## config.mk

```make
export PLATFORM = sky130hd
export DESIGN_NAME = three_axis_moving_average
export DESIGN_NICKNAME = d
export VERILOG_FILES = /design/src/tama_pkg.sv /design/src/tama_ram.sv /design/src/tama_div.sv /design/src/tama_datapath.sv /design/src/tama_ctrl.sv /design/src/three_axis_moving_average.sv
export VERILOG_INCLUDE_DIRS = /design/src /design/src/src
export SDC_FILE = /design/constraint.sdc
export NUM_CORES = 1
export LEC_CHECK = 0
export ABC_CLOCK_PERIOD_IN_PS = 5700
export BUFFER_PORTS_ARGS = -buffer_cell sky130_fd_sc_hd__clkbuf_2
export CAP_MARGIN = 20
export CORE_MARGIN = 5
export CORE_UTILIZATION = 50
export CTS_CLUSTER_SIZE = 16
export DETAILED_ROUTE_END_ITERATION = 7
export HOLD_SLACK_MARGIN = 0.12
export PLACE_DENSITY = 0.69
export SYNTH_ARGS = -nofsm -noshare
export SYNTH_HDL_FRONTEND = slang
export SYNTH_HIERARCHICAL = 1
export SYNTH_SLANG_ARGS = --single-unit
```

## constraint.sdc

```tcl
create_clock -name clk -period 5.7 [get_ports clk]
set_input_delay 0.57 -clock clk [delete_from_list [all_inputs] [get_ports clk]]
set_output_delay 0.57 -clock clk [all_outputs]
set_load 0.01 [all_outputs]
```

## src/three_axis_moving_average_assert.svh

```systemverilog
// assertion macros shared by the moving average modules
`ifndef THREE_AXIS_MOVING_AVERAGE_ASSERT_SVH
`define THREE_AXIS_MOVING_AVERAGE_ASSERT_SVH

`ifndef SYNTHESIS

// property that must hold at every clock edge outside reset
`define TAMA_ASSERT(lbl, clk_i, rstn_i, prop_i, msg_i) \
  lbl: assert property (@(posedge clk_i) disable iff (!rstn_i) (prop_i)) \
    else $error(msg_i);

// condition at one edge implies a consequence at the next edge
`define TAMA_ASSERT_NEXT(lbl, clk_i, rstn_i, ante_i, cons_i, msg_i) \
  lbl: assert property (@(posedge clk_i) disable iff (!rstn_i) (ante_i) |=> (cons_i)) \
    else $error(msg_i);

`else

`define TAMA_ASSERT(lbl, clk_i, rstn_i, prop_i, msg_i)
`define TAMA_ASSERT_NEXT(lbl, clk_i, rstn_i, ante_i, cons_i, msg_i)

`endif

`endif

```

## src/tama_pkg.sv

```systemverilog
package tama_pkg;

  // window length and derived widths
  localparam int WINDOW    = 16;
  localparam int SAMPLE_W  = 16;
  localparam int SLOT_W    = (WINDOW > 1) ? $clog2(WINDOW) : 1;
  localparam int CNT_W     = $clog2(WINDOW + 1);
  localparam int SUM_W     = SAMPLE_W + SLOT_W;
  localparam int DIV_CNT_W = $clog2(SUM_W + 1);
  localparam int AXIS_W    = 2;

  // axis codes
  localparam logic [AXIS_W-1:0] AXIS_X = 2'd0;
  localparam logic [AXIS_W-1:0] AXIS_Y = 2'd1;
  localparam logic [AXIS_W-1:0] AXIS_Z = 2'd2;

  typedef logic signed [SAMPLE_W-1:0] sample_t;
  typedef logic signed [SUM_W-1:0]    sum_t;

  // commands from the controller to the datapath
  typedef struct packed {
    logic              accept;
    logic              update;
    logic              div_start;
    logic [AXIS_W-1:0] axis;
    logic              div_store;
    logic              out_load;
  } ctrl_cmd_t;

  // status from the datapath to the controller
  typedef struct packed {
    logic div_done;
  } dp_status_t;

endpackage

```

## src/tama_ram.sv

```systemverilog
module tama_ram #(
  parameter int WIDTH = 16,
  parameter int DEPTH = 16,
  localparam int ADDR_W = (DEPTH > 1) ? $clog2(DEPTH) : 1
) (
  input  logic              clk,
  input  logic              we,
  input  logic [ADDR_W-1:0] waddr,
  input  logic [WIDTH-1:0]  wdata,
  input  logic [ADDR_W-1:0] raddr,
  output logic [WIDTH-1:0]  rdata
);

  logic [WIDTH-1:0] mem [DEPTH];

  // single write port, registered read port
  always_ff @(posedge clk) begin
    if (we) begin
      mem[waddr] <= wdata;
    end
    rdata <= mem[raddr];
  end

endmodule

```

## src/tama_div.sv

```systemverilog
module tama_div (
  input  logic                          clk,
  input  logic                          rst_n,
  input  logic                          start,
  input  logic [tama_pkg::SUM_W-1:0]    dividend,
  input  logic [tama_pkg::CNT_W-1:0]    divisor,
  output logic [tama_pkg::SUM_W-1:0]    quotient,
  output logic                          done
);

  logic                              busy_r, busy_nxt;
  logic                              done_r, done_nxt;
  logic [tama_pkg::DIV_CNT_W-1:0]    cnt_r, cnt_nxt;
  logic [tama_pkg::SUM_W-1:0]        quot_r, quot_nxt;
  logic [tama_pkg::CNT_W-1:0]        rem_r, rem_nxt;
  logic [tama_pkg::CNT_W:0]          rem_shift;
  logic [tama_pkg::CNT_W:0]          rem_diff;
  logic                              q_bit;

  // one restoring step: shift in the next dividend bit and try the subtract
  assign rem_shift = {rem_r, quot_r[tama_pkg::SUM_W-1]};
  assign rem_diff  = rem_shift - {1'b0, divisor};
  assign q_bit     = (rem_shift >= {1'b0, divisor});

  always_comb begin
    busy_nxt = busy_r;
    done_nxt = 1'b0;
    cnt_nxt  = cnt_r;
    quot_nxt = quot_r;
    rem_nxt  = rem_r;
    if (start) begin
      busy_nxt = 1'b1;
      cnt_nxt  = tama_pkg::DIV_CNT_W'(tama_pkg::SUM_W);
      quot_nxt = dividend;
      rem_nxt  = '0;
    end else if (busy_r) begin
      quot_nxt = {quot_r[tama_pkg::SUM_W-2:0], q_bit};
      rem_nxt  = q_bit ? rem_diff[tama_pkg::CNT_W-1:0] : rem_shift[tama_pkg::CNT_W-1:0];
      cnt_nxt  = cnt_r - 1'b1;
      if (cnt_r == tama_pkg::DIV_CNT_W'(1)) begin
        busy_nxt = 1'b0;
        done_nxt = 1'b1;
      end
    end
  end

  // control state
  always_ff @(posedge clk) begin
    if (!rst_n) begin
      busy_r <= 1'b0;
      done_r <= 1'b0;
      cnt_r  <= '0;
    end else begin
      busy_r <= busy_nxt;
      done_r <= done_nxt;
      cnt_r  <= cnt_nxt;
    end
  end

  // working registers
  always_ff @(posedge clk) begin
    quot_r <= quot_nxt;
    rem_r  <= rem_nxt;
  end

  assign quotient = quot_r;
  assign done     = done_r;

endmodule

```

## src/tama_datapath.sv

```systemverilog
`include "three_axis_moving_average_assert.svh"

module tama_datapath (
  input  logic                   clk,
  input  logic                   rst_n,
  input  tama_pkg::ctrl_cmd_t    cmd,
  output tama_pkg::dp_status_t   status,
  input  tama_pkg::sample_t      in_sample_x,
  input  tama_pkg::sample_t      in_sample_y,
  input  tama_pkg::sample_t      in_sample_z,
  output tama_pkg::sample_t      out_mean_x,
  output tama_pkg::sample_t      out_mean_y,
  output tama_pkg::sample_t      out_mean_z,
  output logic                   out_window_full
);

  localparam int RAM_W = 3 * tama_pkg::SAMPLE_W;

  tama_pkg::sample_t                 smp_x_r, smp_y_r, smp_z_r;
  tama_pkg::sum_t                    sum_x_r, sum_y_r, sum_z_r;
  tama_pkg::sum_t                    sum_x_nxt, sum_y_nxt, sum_z_nxt;
  logic [tama_pkg::SLOT_W-1:0]       slot_r, slot_nxt;
  logic [tama_pkg::CNT_W-1:0]        count_r, count_nxt;
  logic                              full;
  logic [RAM_W-1:0]                  ram_rdata;
  logic [RAM_W-1:0]                  ram_wdata;
  tama_pkg::sample_t                 old_x, old_y, old_z;
  tama_pkg::sum_t                    sel_sum;
  logic [tama_pkg::SUM_W-1:0]        sel_mag;
  logic                              neg_r;
  logic [tama_pkg::SUM_W-1:0]        quot;
  logic                              quot_done;
  logic [tama_pkg::SUM_W-1:0]        signed_quot;
  tama_pkg::sample_t                 mean_x_r, mean_y_r, mean_z_r;
  tama_pkg::sample_t                 out_x_r, out_y_r, out_z_r;
  logic                              out_full_r;

  assign full = (count_r == tama_pkg::CNT_W'(tama_pkg::WINDOW));

  // capture the incoming triple
  always_ff @(posedge clk) begin
    if (cmd.accept) begin
      smp_x_r <= in_sample_x;
      smp_y_r <= in_sample_y;
      smp_z_r <= in_sample_z;
    end
  end

  // sample ring, all three axes side by side
  assign ram_wdata = {smp_x_r, smp_y_r, smp_z_r};

  tama_ram #(
    .WIDTH (RAM_W),
    .DEPTH (tama_pkg::WINDOW)
  ) u_ram (
    .clk   (clk),
    .we    (cmd.update),
    .waddr (slot_r),
    .wdata (ram_wdata),
    .raddr (slot_r),
    .rdata (ram_rdata)
  );

  assign old_x = ram_rdata[3*tama_pkg::SAMPLE_W-1:2*tama_pkg::SAMPLE_W];
  assign old_y = ram_rdata[2*tama_pkg::SAMPLE_W-1:tama_pkg::SAMPLE_W];
  assign old_z = ram_rdata[tama_pkg::SAMPLE_W-1:0];

  // running sums: add the new sample, drop the overwritten one once full
  always_comb begin
    sum_x_nxt = sum_x_r + {{(tama_pkg::SUM_W-tama_pkg::SAMPLE_W){smp_x_r[tama_pkg::SAMPLE_W-1]}},
                           smp_x_r};
    sum_y_nxt = sum_y_r + {{(tama_pkg::SUM_W-tama_pkg::SAMPLE_W){smp_y_r[tama_pkg::SAMPLE_W-1]}},
                           smp_y_r};
    sum_z_nxt = sum_z_r + {{(tama_pkg::SUM_W-tama_pkg::SAMPLE_W){smp_z_r[tama_pkg::SAMPLE_W-1]}},
                           smp_z_r};
    if (full) begin
      sum_x_nxt = sum_x_nxt - {{(tama_pkg::SUM_W-tama_pkg::SAMPLE_W){old_x[tama_pkg::SAMPLE_W-1]}},
                               old_x};
      sum_y_nxt = sum_y_nxt - {{(tama_pkg::SUM_W-tama_pkg::SAMPLE_W){old_y[tama_pkg::SAMPLE_W-1]}},
                               old_y};
      sum_z_nxt = sum_z_nxt - {{(tama_pkg::SUM_W-tama_pkg::SAMPLE_W){old_z[tama_pkg::SAMPLE_W-1]}},
                               old_z};
    end
  end

  // write position wraps, fill count saturates
  always_comb begin
    slot_nxt  = (slot_r == tama_pkg::SLOT_W'(tama_pkg::WINDOW - 1)) ? '0 : slot_r + 1'b1;
    count_nxt = full ? count_r : count_r + 1'b1;
  end

  always_ff @(posedge clk) begin
    if (!rst_n) begin
      sum_x_r <= '0;
      sum_y_r <= '0;
      sum_z_r <= '0;
      slot_r  <= '0;
      count_r <= '0;
    end else if (cmd.update) begin
      sum_x_r <= sum_x_nxt;
      sum_y_r <= sum_y_nxt;
      sum_z_r <= sum_z_nxt;
      slot_r  <= slot_nxt;
      count_r <= count_nxt;
    end
  end

  // divider operand: magnitude of the chosen axis sum
  always_comb begin
    unique case (cmd.axis)
      tama_pkg::AXIS_X: sel_sum = sum_x_r;
      tama_pkg::AXIS_Y: sel_sum = sum_y_r;
      default:          sel_sum = sum_z_r;
    endcase
    sel_mag = sel_sum[tama_pkg::SUM_W-1] ? (~sel_sum + 1'b1) : sel_sum;
  end

  always_ff @(posedge clk) begin
    if (cmd.div_start) begin
      neg_r <= sel_sum[tama_pkg::SUM_W-1];
    end
  end

  tama_div u_div (
    .clk      (clk),
    .rst_n    (rst_n),
    .start    (cmd.div_start),
    .dividend (sel_mag),
    .divisor  (count_r),
    .quotient (quot),
    .done     (quot_done)
  );

  assign status.div_done = quot_done;

  // restore the sign, which truncates toward zero
  assign signed_quot = neg_r ? (~quot + 1'b1) : quot;

  always_ff @(posedge clk) begin
    if (cmd.div_store) begin
      unique case (cmd.axis)
        tama_pkg::AXIS_X: mean_x_r <= signed_quot[tama_pkg::SAMPLE_W-1:0];
        tama_pkg::AXIS_Y: mean_y_r <= signed_quot[tama_pkg::SAMPLE_W-1:0];
        default:          mean_z_r <= signed_quot[tama_pkg::SAMPLE_W-1:0];
      endcase
    end
  end

  // output register, frees the working registers for the next item
  always_ff @(posedge clk) begin
    if (cmd.out_load) begin
      out_x_r    <= mean_x_r;
      out_y_r    <= mean_y_r;
      out_z_r    <= mean_z_r;
      out_full_r <= full;
    end
  end

  assign out_mean_x      = out_x_r;
  assign out_mean_y      = out_y_r;
  assign out_mean_z      = out_z_r;
  assign out_window_full = out_full_r;

  // fill count never passes the window length
  `TAMA_ASSERT(a_count_bound, clk, rst_n, count_r <= tama_pkg::CNT_W'(tama_pkg::WINDOW), "fill count beyond window")
  // during the partial window the write position equals the fill count
  `TAMA_ASSERT(a_partial_slot, clk, rst_n, full || (slot_r == tama_pkg::SLOT_W'(count_r)), "write position out of step with fill count")

endmodule

```

## src/tama_ctrl.sv

```systemverilog
`include "three_axis_moving_average_assert.svh"

module tama_ctrl (
  input  logic                   clk,
  input  logic                   rst_n,
  input  logic                   in_valid,
  output logic                   in_stall,
  output logic                   out_valid,
  input  logic                   out_stall,
  output tama_pkg::ctrl_cmd_t    cmd,
  input  tama_pkg::dp_status_t   status
);

  localparam logic [2:0] S_IDLE     = 3'd0;
  localparam logic [2:0] S_READ     = 3'd1;
  localparam logic [2:0] S_DIV_GO   = 3'd2;
  localparam logic [2:0] S_DIV_WAIT = 3'd3;
  localparam logic [2:0] S_FINISH   = 3'd4;

  logic [2:0]                    state_r, state_nxt;
  logic [tama_pkg::AXIS_W-1:0]   axis_r, axis_nxt;
  logic                          out_valid_r, out_valid_nxt;
  logic                          out_free;

  assign in_stall = (state_r != S_IDLE);
  assign out_free = !out_valid_r || !out_stall;

  // sequencer: read old entry, update sums, divide three axes, hand over
  always_comb begin
    state_nxt     = state_r;
    axis_nxt      = axis_r;
    cmd           = '0;
    cmd.axis      = axis_r;
    unique case (state_r)
      S_IDLE: begin
        if (in_valid) begin
          cmd.accept = 1'b1;
          state_nxt  = S_READ;
        end
      end
      S_READ: begin
        cmd.update = 1'b1;
        axis_nxt   = tama_pkg::AXIS_X;
        state_nxt  = S_DIV_GO;
      end
      S_DIV_GO: begin
        cmd.div_start = 1'b1;
        state_nxt     = S_DIV_WAIT;
      end
      S_DIV_WAIT: begin
        if (status.div_done) begin
          cmd.div_store = 1'b1;
          if (axis_r == tama_pkg::AXIS_Z) begin
            state_nxt = S_FINISH;
          end else begin
            axis_nxt  = axis_r + 1'b1;
            state_nxt = S_DIV_GO;
          end
        end
      end
      S_FINISH: begin
        if (out_free) begin
          cmd.out_load = 1'b1;
          state_nxt    = S_IDLE;
        end
      end
      default: begin
        state_nxt = S_IDLE;
      end
    endcase
  end

  // result valid flag
  always_comb begin
    out_valid_nxt = out_valid_r;
    if (cmd.out_load) begin
      out_valid_nxt = 1'b1;
    end else if (out_valid_r && !out_stall) begin
      out_valid_nxt = 1'b0;
    end
  end

  always_ff @(posedge clk) begin
    if (!rst_n) begin
      state_r     <= S_IDLE;
      axis_r      <= tama_pkg::AXIS_X;
      out_valid_r <= 1'b0;
    end else begin
      state_r     <= state_nxt;
      axis_r      <= axis_nxt;
      out_valid_r <= out_valid_nxt;
    end
  end

  assign out_valid = out_valid_r;

  // an accepted item goes straight to the ring read
  `TAMA_ASSERT_NEXT(a_accept_read, clk, rst_n, in_valid && !in_stall, state_r == S_READ, "accepted item did not start")
  // a finished result waits while the output register is still taken
  `TAMA_ASSERT_NEXT(a_finish_hold, clk, rst_n, (state_r == S_FINISH) && out_valid_r && out_stall, state_r == S_FINISH, "result dropped while output blocked")
  // divider only finishes while the sequencer waits for it
  `TAMA_ASSERT(a_done_wait, clk, rst_n, !status.div_done || (state_r == S_DIV_WAIT), "divider finished outside wait state")

endmodule

```

## src/three_axis_moving_average.sv

```systemverilog
// an item is taken only in idle; in_stall holds off the next one until the result is loaded
// into the output register; the shared bit-serial divider, one quotient bit per cycle,
//   serves each of the three axes in turn and sets the pace
// a finished result waits in the output register while the next item is taken
// reset: synchronous active-low rst_n clears sums, write position, fill count and control
// the sample ring is not cleared; only written entries are ever read back
module three_axis_moving_average (
  input  logic                clk,
  input  logic                rst_n,
  input  logic                in_valid,
  output logic                in_stall,
  input  tama_pkg::sample_t   in_sample_x,
  input  tama_pkg::sample_t   in_sample_y,
  input  tama_pkg::sample_t   in_sample_z,
  output logic                out_valid,
  input  logic                out_stall,
  output tama_pkg::sample_t   out_mean_x,
  output tama_pkg::sample_t   out_mean_y,
  output tama_pkg::sample_t   out_mean_z,
  output logic                out_window_full
);

  tama_pkg::ctrl_cmd_t  cmd;
  tama_pkg::dp_status_t status;

  // sequencer
  tama_ctrl u_ctrl (
    .clk       (clk),
    .rst_n     (rst_n),
    .in_valid  (in_valid),
    .in_stall  (in_stall),
    .out_valid (out_valid),
    .out_stall (out_stall),
    .cmd       (cmd),
    .status    (status)
  );

  // sums, ring, divider and output register
  tama_datapath u_datapath (
    .clk             (clk),
    .rst_n           (rst_n),
    .cmd             (cmd),
    .status          (status),
    .in_sample_x     (in_sample_x),
    .in_sample_y     (in_sample_y),
    .in_sample_z     (in_sample_z),
    .out_mean_x      (out_mean_x),
    .out_mean_y      (out_mean_y),
    .out_mean_z      (out_mean_z),
    .out_window_full (out_window_full)
  );

endmodule
```

# Yosys cells after proc, flatten, opt, wreduce, memory -nomap -nowiden
# Memories as Yosys holds them, arrays and structs flattened. A register that Yosys moved wholly into a read port is not among the register bits.
# Index checks and enable logic that the tools add are counted.
# W data, S select, Z words.
[word_totals]
register_bits = 253
ramBits = 768
in_bits = 52
wordCells = 114
memories = 1
[mem_list]
columns = ["memory", "depth", "width", "read_ports", "rd_clocked_by_memory_dff", "wr", "line_no", "text"]
rows = [
  ["u_datapath.u_ram.mem", 16, 48, 1, 1, 1, "tama_ram.sv:14", "logic [WIDTH-1:0] mem [DEPTH];"],
]
[op_classes]
n_addsub = 13
n_lt_le_gt_ge = 1
eq_ne = 13
mux = 36
bitwise_logic = 6
reduce_logical = 19
[ops]
columns = ["op", "count"]
rows = [
  ["$mux W20", 6],
  ["$add A20 B20 Y20", 3],
  ["$sub A20 B20 Y20", 3],
  ["$pmux W20 S2", 1],
  ["$add A20 B1 Y20 const B", 1],
  ["$not A20 Y20", 1],
  ["$add A16 B1 Y16 const B", 1],
  ["$mux W1", 16],
  ["$mux W16", 1],
  ["$not A16 Y16", 1],
  ["$mux W5", 3],
  ["$pmux W3 S5", 1],
  ["$mux W3", 4],
  ["$reduce_and A2 Y1", 4],
  ["$eq A3 B2 Y1 const B", 2],
  ["$ge A6 B5 Y1", 1],
  ["$reduce_and A3 Y1", 2],
  ["$reduce_bool A2 Y1", 3],
  ["$add A5 B1 Y5 const B", 1],
  ["$eq A5 B1 Y1 const B", 1],
  ["$eq A5 B5 Y1 const B", 1],
  ["$sub A5 B1 Y5 const B", 1],
  ["$sub A5 B5 Y5", 1],
  ["$add A4 B1 Y4 const B", 1],
  ["20 further kinds", 28],
]

# Depth between registers and ports, before layout
# Gate-level depths: netlist of the first run.
[logic_depth]
ltp_word = 6
depth_mapped = 21

# Hierarchy
# Netlist of the first run, hierarchy kept.
[by_module_without_submodules]
columns = ["module", "instances", "cells_each", "area_per_inst_um2"]
rows = [
  ["tama_ram", 1, 1242, 29694.7],
  ["tama_datapath", 1, 1401, 13590.5],
  ["tama_div", 1, 128, 1571.5],
  ["tama_ctrl", 1, 36, 310.3],
]

# Worst setup path before layout of the first run
# OpenSTA, ideal clock, no wires.
[synth_path]
path_kind = "reg2reg"
from = "register u_ctrl.state_r[2]"
to = "memory u_datapath/u_ram/mem[0][0] (netlist bit) (enable)"
arrival_time_ps = 4586
t_required_ps = 5187
slack_ps = 601
path_stages_with_launch = 5
cell_sequence = "dfxtp_1 nand2b_1 nor2_1 or3b_2 nor3_1"
[synth_rtl]
columns = ["item", "line_no", "text"]
rows = [
  ["start, declared", "tama_ctrl.sv:20", "logic [2:0] state_r, state_nxt;"],
  ["start signal, assigned", "tama_ctrl.sv:89", "state_r <= state_nxt;"],
  ["end, declared", "tama_ram.sv:14", ""],
]

# Worst setup path after layout of the first run
[layout_path]
from = "register u_datapath.smp_x_r[0]"
to = "register u_datapath.sum_x_r[19]"
[layout_via]
elab_chain_cells = 3
[layout_rtl]
columns = ["item", "line_no", "text"]
rows = [
  ["start, declared", "tama_datapath.sv:19", "tama_pkg::sample_t smp_x_r, smp_y_r, smp_z_r;"],
  ["start signal, assigned", "tama_datapath.sv:43", "smp_x_r <= in_sample_x;"],
  ["$add A20 B20 Y20 (*)", "tama_datapath.sv:70", "sum_x_nxt = sum_x_r + {{(tama_pkg::SUM_W-tama_pkg::SAMPLE_W){smp_x_r[tama_pkg::SAMPLE_W-1]}},"],
  ["$sub A20 B20 Y20", "tama_datapath.sv:77", "sum_x_nxt = sum_x_nxt - {{(tama_pkg::SUM_W-tama_pkg::SAMPLE_W){old_x[tama_pkg::SAMPLE_W-1]}},"],
  ["$mux W20 (*)", "tama_datapath.sv:76", "if (full) begin"],
  ["end signal, assigned", "tama_datapath.sv:100", "sum_x_r <= sum_x_nxt;"],
  ["end, declared", "tama_datapath.sv:20", "tama_pkg::sum_t sum_x_r, sum_y_r, sum_z_r;"],
]
# Every way passes the cells marked *; elsewhere a longest branch is shown, timed or not.
# A chain may end at the register's enable or synchronous reset.

==> results of run 1 <==
through the flow:
stage,util,cell area [um^2],cells,total power [mW]
after detailed placement,0.527,47300,4028,11.7
after global routing,0.572,51400,4272,19.4
after global placement,0.526,47300,4026,11.6
final,0.572,51400,4273,18.6
after floorplan,-,45200,2807,11.1
after CTS,0.571,51300,4268,18.7
cells in the mapped netlist (24+ instances only):
cell | count | area, um^2
a31oi_1 | 28 | 175
ha_1 | 127 | 1590
edfxtp_1 | 934 | 28000
inv_1 | 88 | 330
o21ai_0 | 62 | 310
clkbuf_1 | 64 | 240
a21oi_1 | 137 | 686
a21o_1 | 37 | 278
dfxtp_1 | 135 | 2700
nor3_1 | 28 | 140
nand3_1 | 27 | 135
xor2_1 | 37 | 324
nor2_1 | 148 | 556
nand2_1 | 194 | 728
mux4_2 | 192 | 4320
xnor2_1 | 98 | 858
mux2i_1 | 35 | 350
nand2b_1 | 24 | 150
a22oi_1 | 96 | 721
area by class of cell:
class | count | area share
clock inverter | 52 | 0.0111
sequential | 1069 | 0.598
multi-input combinational | 1536 | 0.268
antenna | 1 | 0.0000487
clock buffer | 143 | 0.0577
inverter | 91 | 0.00665
timing repair buffer | 205 | 0.0296
tap | 1176 | 0.0286
where the power goes:
| part | switching (mW) | total [mW] | internal, mW |
|---|---|---|---|
| registers | 0.259 | 9.01 | 8.75 |
| logic | 1.43 | 2.60 | 1.17 |
| clock network | 2.86 | 7.00 | 4.14 |
| total | 4.55 | 18.6 | 14.1 |
worst reg2reg max path: cells and delay by family (launching register included):
family	cells	cell delay (ns)
AO/OA/AOI/OAI	5	1.40
XOR/XNOR	2	0.26
adder cells (fa/ha/maj)	3	1.14
flip-flops	1	0.62
multiplexers	1	0.18
AND/OR/NAND/NOR	7	1.33
sequential cells by signal, indices dropped and copies added (netlist names), 4 cells and up:
signal	flops
u_datapath/mean_y_r	16
u_datapath/u_div/rem_r	5
u_datapath/smp_x_r	16
u_datapath/count_r	5
u_datapath/smp_z_r	16
u_datapath/out_mean_y	16
u_datapath/out_mean_x	16
u_datapath/slot_r	4
u_datapath/u_div/quotient	20
u_datapath/mean_x_r	16
u_datapath/mean_z_r	16
u_datapath/smp_y_r	16
u_datapath/sum_x_r	20
u_datapath/sum_z_r	20
u_datapath/sum_y_r	20
u_datapath/u_ram/mem	768
u_datapath/u_ram/rdata	48
u_datapath/u_div/cnt_r	5
u_datapath/out_mean_z	16
cell usage in the layout, fill, tap and decap left out, types with 47 or more instances in the layout:
master | Yosys | layout
a21oi_1 | 137 | 136
a22oi_1 | 96 | 96
buf_4 | 19 | 47
clkbuf_16 | 0 | 109
clkbuf_2 | 0 | 102
dfxtp_1 | 135 | 133
edfxtp_1 | 934 | 934
ha_1 | 127 | 127
inv_1 | 88 | 88
mux4_2 | 192 | 192
nand2_1 | 194 | 194
nor2_1 | 148 | 133
o21ai_0 | 62 | 62
xnor2_1 | 98 | 98
layer usage:
layer  vias up  GRT usage  wire [um]
met5         -          0          0
met4         0     0.0612       2960
met3       176     0.0320       7540
met2       959      0.357      51300
met1     13100      0.298      43400
li1      11400          -          -
worst max path at each step:
| stage | start | end | slack, ns | depth (start not counted) |
|---|---|---|---|---|
| after floorplan | u_ctrl/state_r[2] | u_datapath/u_ram/mem[0][0] | 0.60 | 4 |
| after global placement | u_datapath/smp_z_r[0] | u_datapath/sum_z_r[19] | 0.72 | 19 |
| after detailed placement | u_datapath/smp_x_r[0] | u_datapath/sum_x_r[19] | 0.71 | 18 |
| after CTS | u_datapath/smp_z_r[0] | u_datapath/sum_z_r[19] | 0.70 | 19 |
| after global routing | u_datapath/smp_z_r[0] | u_datapath/sum_z_r[19] | 0.27 | 19 |
| final | u_datapath/smp_x_r[0] | u_datapath/sum_x_r[19] | 0.65 | 18 |
kinds of logic after synthesis:
| group | synth area share |
|---|---|
| buffers and inverters | 0.0187 |
| flip-flops | 0.681 |
| multiplexers | 0.109 |
| AND/OR/NAND/NOR | 0.0508 |
| XOR/XNOR | 0.0262 |
| adder cells (fa/ha/maj) | 0.0383 |
| AO/OA/AOI/OAI | 0.0765 |
==> impl_results.md, run 1 <==
- Shortest period the worst path allows: 5.05 ns
- Register-to-register setup slack: 0.65 ns
- Drt wl/cell: 24.6 um
- Die H: 311 um
- Critical path capture point type: register
- WS Path Type: reg -> reg
- Worst R2R End: u_datapath/sum_x_r[19]
- Worst vdd ir: 0.284 mV
- Routed Antenna Nets: 0
- Io pins: 103
- Top cell family by delay on the critical path: compound AO/OA/AOI/OAI gates
- Pleak: 17.5 nW
- Min Hold Slack: 0.161 ns
- Slew Limit Fails: 0
- Initial core utilization: 0.503
- Mapped Cells: 2807
- Launching element type of the critical path: register
- Num rows: 110
- Vias in the first global route: 26300
- Worst-path clk slew: 0.06 ns
- Grt ovf: 0
- Core Region: 89900 um^2
- Post-cts resize count: 0
- NumNets Final: 3193
- Area Growth Syn to Fin: 13.8%
- Setup violators final: 0
- Gr usage total: 0.214
- IO buf count: 102
- Clk_lat worst skew: 0.67 ns
- DRT iter0 DRCs: 2387
- Final wirelength: 105000 um
- Register area: 30800 um^2
- EDFF count, synth: 934
- Die X: 311 um
- Number of library cell types mapped by synthesis: 88
- Root Buffer: clkbuf_16
- Worst slew pin tran: 1.10 ns
- Post-synth ARST share: 0
- Slew HR: 0.262
- Data required, critical path: 6.24 ns
- First-pass GRT wire length: 159000 um
- DP Worst Slack: 0.712 ns
- Setup TNS: 0 ns
- Syn Nets: 2993
- Worst min-delay path class: in -> reg
- Final setup margin: 0.649 ns
- Initial antenna violation count: 1
- Avg Cell Area, Syn: 16.1 um^2
- Final Hold Fails: 0
- CTS sink count: 1069
- Multi-input gate area: 13800 um^2
- Sequential share of the synthesized area: 0.681
- Via count: 25700
- CP max-delay cell: edfxtp_1
- Post-CTS Setup Bufs: 0
- Worst R2R Start: u_datapath/smp_x_r[0]
- RSZ-0062 raised after global routing: no
- Hold endpoint: u_datapath/smp_z_r[15]
- Routability cong.: 0.908
- HPWL after DPL: 63900 um
- Reg2Reg Depth: 18
- PD cells: 362 nW/um^2
- CP bufs+invs: 0
- # hold bufs at CTS: 45
- Largest net degree at the start of global routing: 83
- Syn Std Cell Area: 45200 um^2
- Ys flop type: edfxtp_1
- Cts bufs inserted: 104
- Outcome: completed
- WP data arrival: 5.59 ns
- CTS Buffer Depth: 3
- Synthesis Warnings: 6
- Vias per inst: 6.01
- Max-cap violations: 0
- Min-delay src: in_sample_z[15]
- Drc violations: 0
- Yosys reg bits: 1069
- Drt pass-1 iters: 7
- Clock Skew: 0.0125 ns
- Die area: 96400 um^2
- H-tree depth: 3
- WHS Path Cells: 1
- Crit path max fanout: 17
- Fmax: 0.198 GHz
- CTS tree: done
- Fill cells: 6761
- CP Cell Sequence: ha_1 > fa_1 > a21o_1 > a31oi_1 > nor3_1 > or2_2 > a31oi_1 > xnor2_1 > ha_1 > nand2_1 > o21ai_0 > nor2_1 > a211oi_1 > nor3_1 > or4_1 > mux2i_1 > xnor2_1 > nor2_1
- Crit path largest cell delay: 0.62 ns
- Layout cells sized above 1: 0.189
- Period Utilization, post-route: 0.886
(Power assumes the default switching activity.)
==> inputs of run 2 (changes only) <==
--- a/config.mk
+++ b/config.mk
@@ -6,15 +6,16 @@
 export SDC_FILE = /design/constraint.sdc
 export NUM_CORES = 1
 export LEC_CHECK = 0
+export ABC_AREA = 1
 export ABC_CLOCK_PERIOD_IN_PS = 5700
 export BUFFER_PORTS_ARGS = -buffer_cell sky130_fd_sc_hd__clkbuf_2
 export CAP_MARGIN = 20
 export CORE_MARGIN = 5
-export CORE_UTILIZATION = 50
+export CORE_UTILIZATION = 60
 export CTS_CLUSTER_SIZE = 16
 export DETAILED_ROUTE_END_ITERATION = 7
 export HOLD_SLACK_MARGIN = 0.12
-export PLACE_DENSITY = 0.69
+export PLACE_DENSITY = 0.8
 export SYNTH_ARGS = -nofsm -noshare
 export SYNTH_HDL_FRONTEND = slang
 export SYNTH_HIERARCHICAL = 1
==> run 2 against run 1 <==
  * Wire length is 27% higher
  * Die area shrank 4.8%
  * Critical endpoint is now u_datapath/sum_z_r[19]
  * Sequential power is 21% higher
  * Largest power group is now combinational cells
  * Clock power is 2% lower
  * Global-route usage is 7.4 points higher
==> impl_results.md, run 2 <==
- WP data arrival: 4.55 ns
- Pleak: 25.4 nW
- Vias per inst: 5.60
- Combinational power share: 0.430
- Initial antenna violation count: 2
- Clk_lat worst skew: 0.69 ns
- Largest net degree at the start of global routing: 211
- Setup violators final: 0
- Drc violations: 0
- Layout cells sized above 1: 0.0722
- Cell internal pwr: 18.1 mW
- Synth top cells by count: nand2_1 (1686), edfxtp_1 (934), inv_1 (920)
- Number of library cell types mapped by synthesis: 60
- H-tree depth: 3
- CP Cell Sequence: ha_1 > fa_1 > nand3_1 > nand2_1 > nand2_1 > nand2_1 > nand2_1 > nand2_1 > or2_2 > and2_1 > ha_1 > nand2_1 > inv_1 > a21oi_1 > nand2_1 > nand2_1 > nand3_1 > nand2_1 > nand3_1 > nand2_1 > nand3_1 > nand2_1 > inv_1
- First-pass GRT wire length: 205000 um
- CTS tree: done
- Root Buffer: clkbuf_16
- Most common cell on crit path: nand2_1
- Area leader, netlist: edfxtp_1
- CP max-delay cell: edfxtp_1
- Die H: 303 um
- Post-synth ARST share: 0
- Io pins: 103
- Worst-path clk slew: 0.06 ns
- Fmax: 0.250 GHz
- Clock power frac: 0.220
- Avg Cell Area, Syn: 9.33 um^2
- Net Sw Frac: 0.417
- Vias in the first global route: 36800
- IO buf count: 102
- PD cells: 545 nW/um^2
- Worst vdd ir: 0.359 mV
- Yosys reg bits: 1069
- Syn Nets: 5704
- Via count: 38500
- Sw power: 12.9 mW
- Clock Skew: 0.0446 ns
- Ys flop type: edfxtp_1
- Routability cong.: 0.971
- Worst R2R Start: u_datapath/smp_z_r[0]
- Routed Antenna Nets: 0
- Crit path max fanout: 17
- CTS Buffer Depth: 3
- Data required, critical path: 6.25 ns
- Drt wl/cell: 19.4 um
- HPWL after DPL: 81500 um
- Max-cap violations: 0
- Initial core utilization: 0.605
- Shortest period the worst path allows: 4.00 ns
- Slew HR: 0.192
- Worst slew pin tran: 1.21 ns
- Worst R2R End: u_datapath/sum_z_r[19]
- Top flop regs: u_datapath/u_ram/mem x768, u_datapath/u_ram/rdata x48
- Cts bufs inserted: 105
- Num rows: 107
- Final Hold Fails: 0
- Post-cts resize count: 0
- Die area: 91800 um^2
- Die X: 303 um
- Syn Std Cell Area: 51500 um^2
- Slew Limit Fails: 0
- Area Growth Syn to Fin: 10.8%
- Crit path largest cell delay: 0.59 ns
- Grt ovf: 0
- Top cells by area, synth: edfxtp_1 (54%), nand2_1 (12%), nand3_1 (7.5%), inv_1 (6.7%), dfxtp_1 (5.2%)
- Core Region: 85100 um^2
- Max reg flops: 768
- Commonest non-fill, non-tap cell in the layout: nand2_1
- Synthesis Warnings: 6
- Final wirelength: 133000 um
- Gr usage total: 0.289
- Register-to-register setup slack: 1.70 ns
- RSZ-0062 raised after global routing: no
- Period Utilization, post-route: 0.702
- Largest Register: u_datapath/u_ram/mem
- Setup TNS: 0 ns
- Seq pwr share: 0.350
- CTS sink count: 1069
- Worst Setup SP: u_datapath/smp_z_r[0]
- Final core utilization: 0.670
- EDFF count, synth: 934
- NumNets Final: 5817
- Launching element type of the critical path: register
- Sequential share of the synthesized area: 0.597
- Drt pass-1 iters: 6
- Critical path capture point type: register
- Outcome: completed
- Post-synth top area share: 0.545
- Most numerous cell in the Yosys netlist: nand2_1
- Mapped Cells: 5518
- Setup crit end: u_datapath/sum_z_r[19]
- DRT iter0 DRCs: 3918
- Most frequent cells in the layout: nand2_1 (1686), edfxtp_1 (934), inv_1 (918)
- Worst min-delay path class: in -> reg
- WS Path Type: reg -> reg
- Reg2Reg Depth: 23
==> run 2: logic make-up (layout without fill, tap and decap cells) <==
logic type | after synthesis | count (layout) | synth area share
buf+inv | 1128 | 1332 | 0.0880
flops | 1069 | 1069 | 0.597
compound gates | 290 | 290 | 0.0356
simple gates | 2821 | 2821 | 0.233
fa+ha+maj | 134 | 134 | 0.0336
xor+xnor | 76 | 76 | 0.0131
other cells | 0 | 1 | 0
==> run 2: worst min path at each step <==
| stage | from | end | slack [ns] | depth (start not counted) |
|---|---|---|---|---|
| after floorplan | u_datapath/mean_x_r[0] | u_datapath/out_mean_x[0] | 0.40 | 0 |
| after global placement | u_datapath/mean_y_r[0] | u_datapath/out_mean_y[0] | 0.40 | 0 |
| after detailed placement | u_datapath/mean_x_r[10] | u_datapath/out_mean_x[10] | 0.40 | 0 |
| after CTS | in_sample_y[3] | u_datapath/smp_y_r[3] | 0.12 | 1 |
| after global routing | in_sample_y[3] | u_datapath/smp_y_r[3] | 0.13 | 1 |
| final | in_sample_y[3] | u_datapath/smp_y_r[3] | 0.14 | 1 |
==> run 2: power groups by stage <==
| stage | sequential, mW | combinational, mW | clock [mW] |
|---|---|---|---|
| after global placement | 11.0 | 12.8 | 0 |
| after floorplan | 10.5 | 9.99 | 0 |
| after global routing | 11.0 | 15.0 | 7.29 |
| after detailed placement | 11.0 | 13.0 | 0 |
| final | 10.9 | 13.4 | 6.84 |
| after CTS | 10.9 | 13.2 | 6.92 |
==> run 2: per-layer routing <==
layer,share of wire,wire [um],GRT usage
met1,0.39,52600,0.386
met2,0.47,62300,0.476
met3,0.096,12800,0.0484
met4,0.042,5660,0.116
met5,0.00019,25,0
==> run 2: stage by stage <==
| step | hold WS, ns | instances | instance area (um^2) | power (mW) | setup slack, ns |
|---|---|---|---|---|---|
| floorplan | 0.400 | 5518 | 51500 | 20.5 | 2.25 |
| global placement | 0.402 | 6621 | 53100 | 23.8 | 1.83 |
| finish | 0.143 | 6867 | 57000 | 31.1 | 1.70 |
| CTS | 0.122 | 6866 | 57000 | 30.9 | 1.78 |
| global route | 0.127 | 6866 | 57000 | 33.2 | 1.28 |
| detailed placement | 0.405 | 6623 | 53100 | 24.0 | 1.82 |
==> run 2: timing repair <==
item / 4_1_cts / 5_1_grt
setup buffers: 0 / 0
hold buffers: 45 / 0
hold endpoints to repair: 45 / 0
endpoints found under the setup margin: 0 / 0
==> run 2: worst max-delay path: cells and delay by family, from the launching register on <==
| family | cells | cell delay, ns |
|---|---|---|
| AOI/OAI and AO/OA | 1 | 0.25 |
| and+or+nand+nor | 17 | 1.83 |
| DFF | 1 | 0.59 |
| buffers and inverters | 2 | 0.10 |
| adders and majority gates | 3 | 1.13 |
==> run 2: area by class of cell <==
class	instances	area (um^2)
clock buffer	127	2730
antenna	1	2.50
timing repair buffer	202	1510
multi-input combinational	3321	16400
tap	1144	1430
sequential	1069	30800
fill	6400	28100
clock inverter	71	717
inverter	932	3520
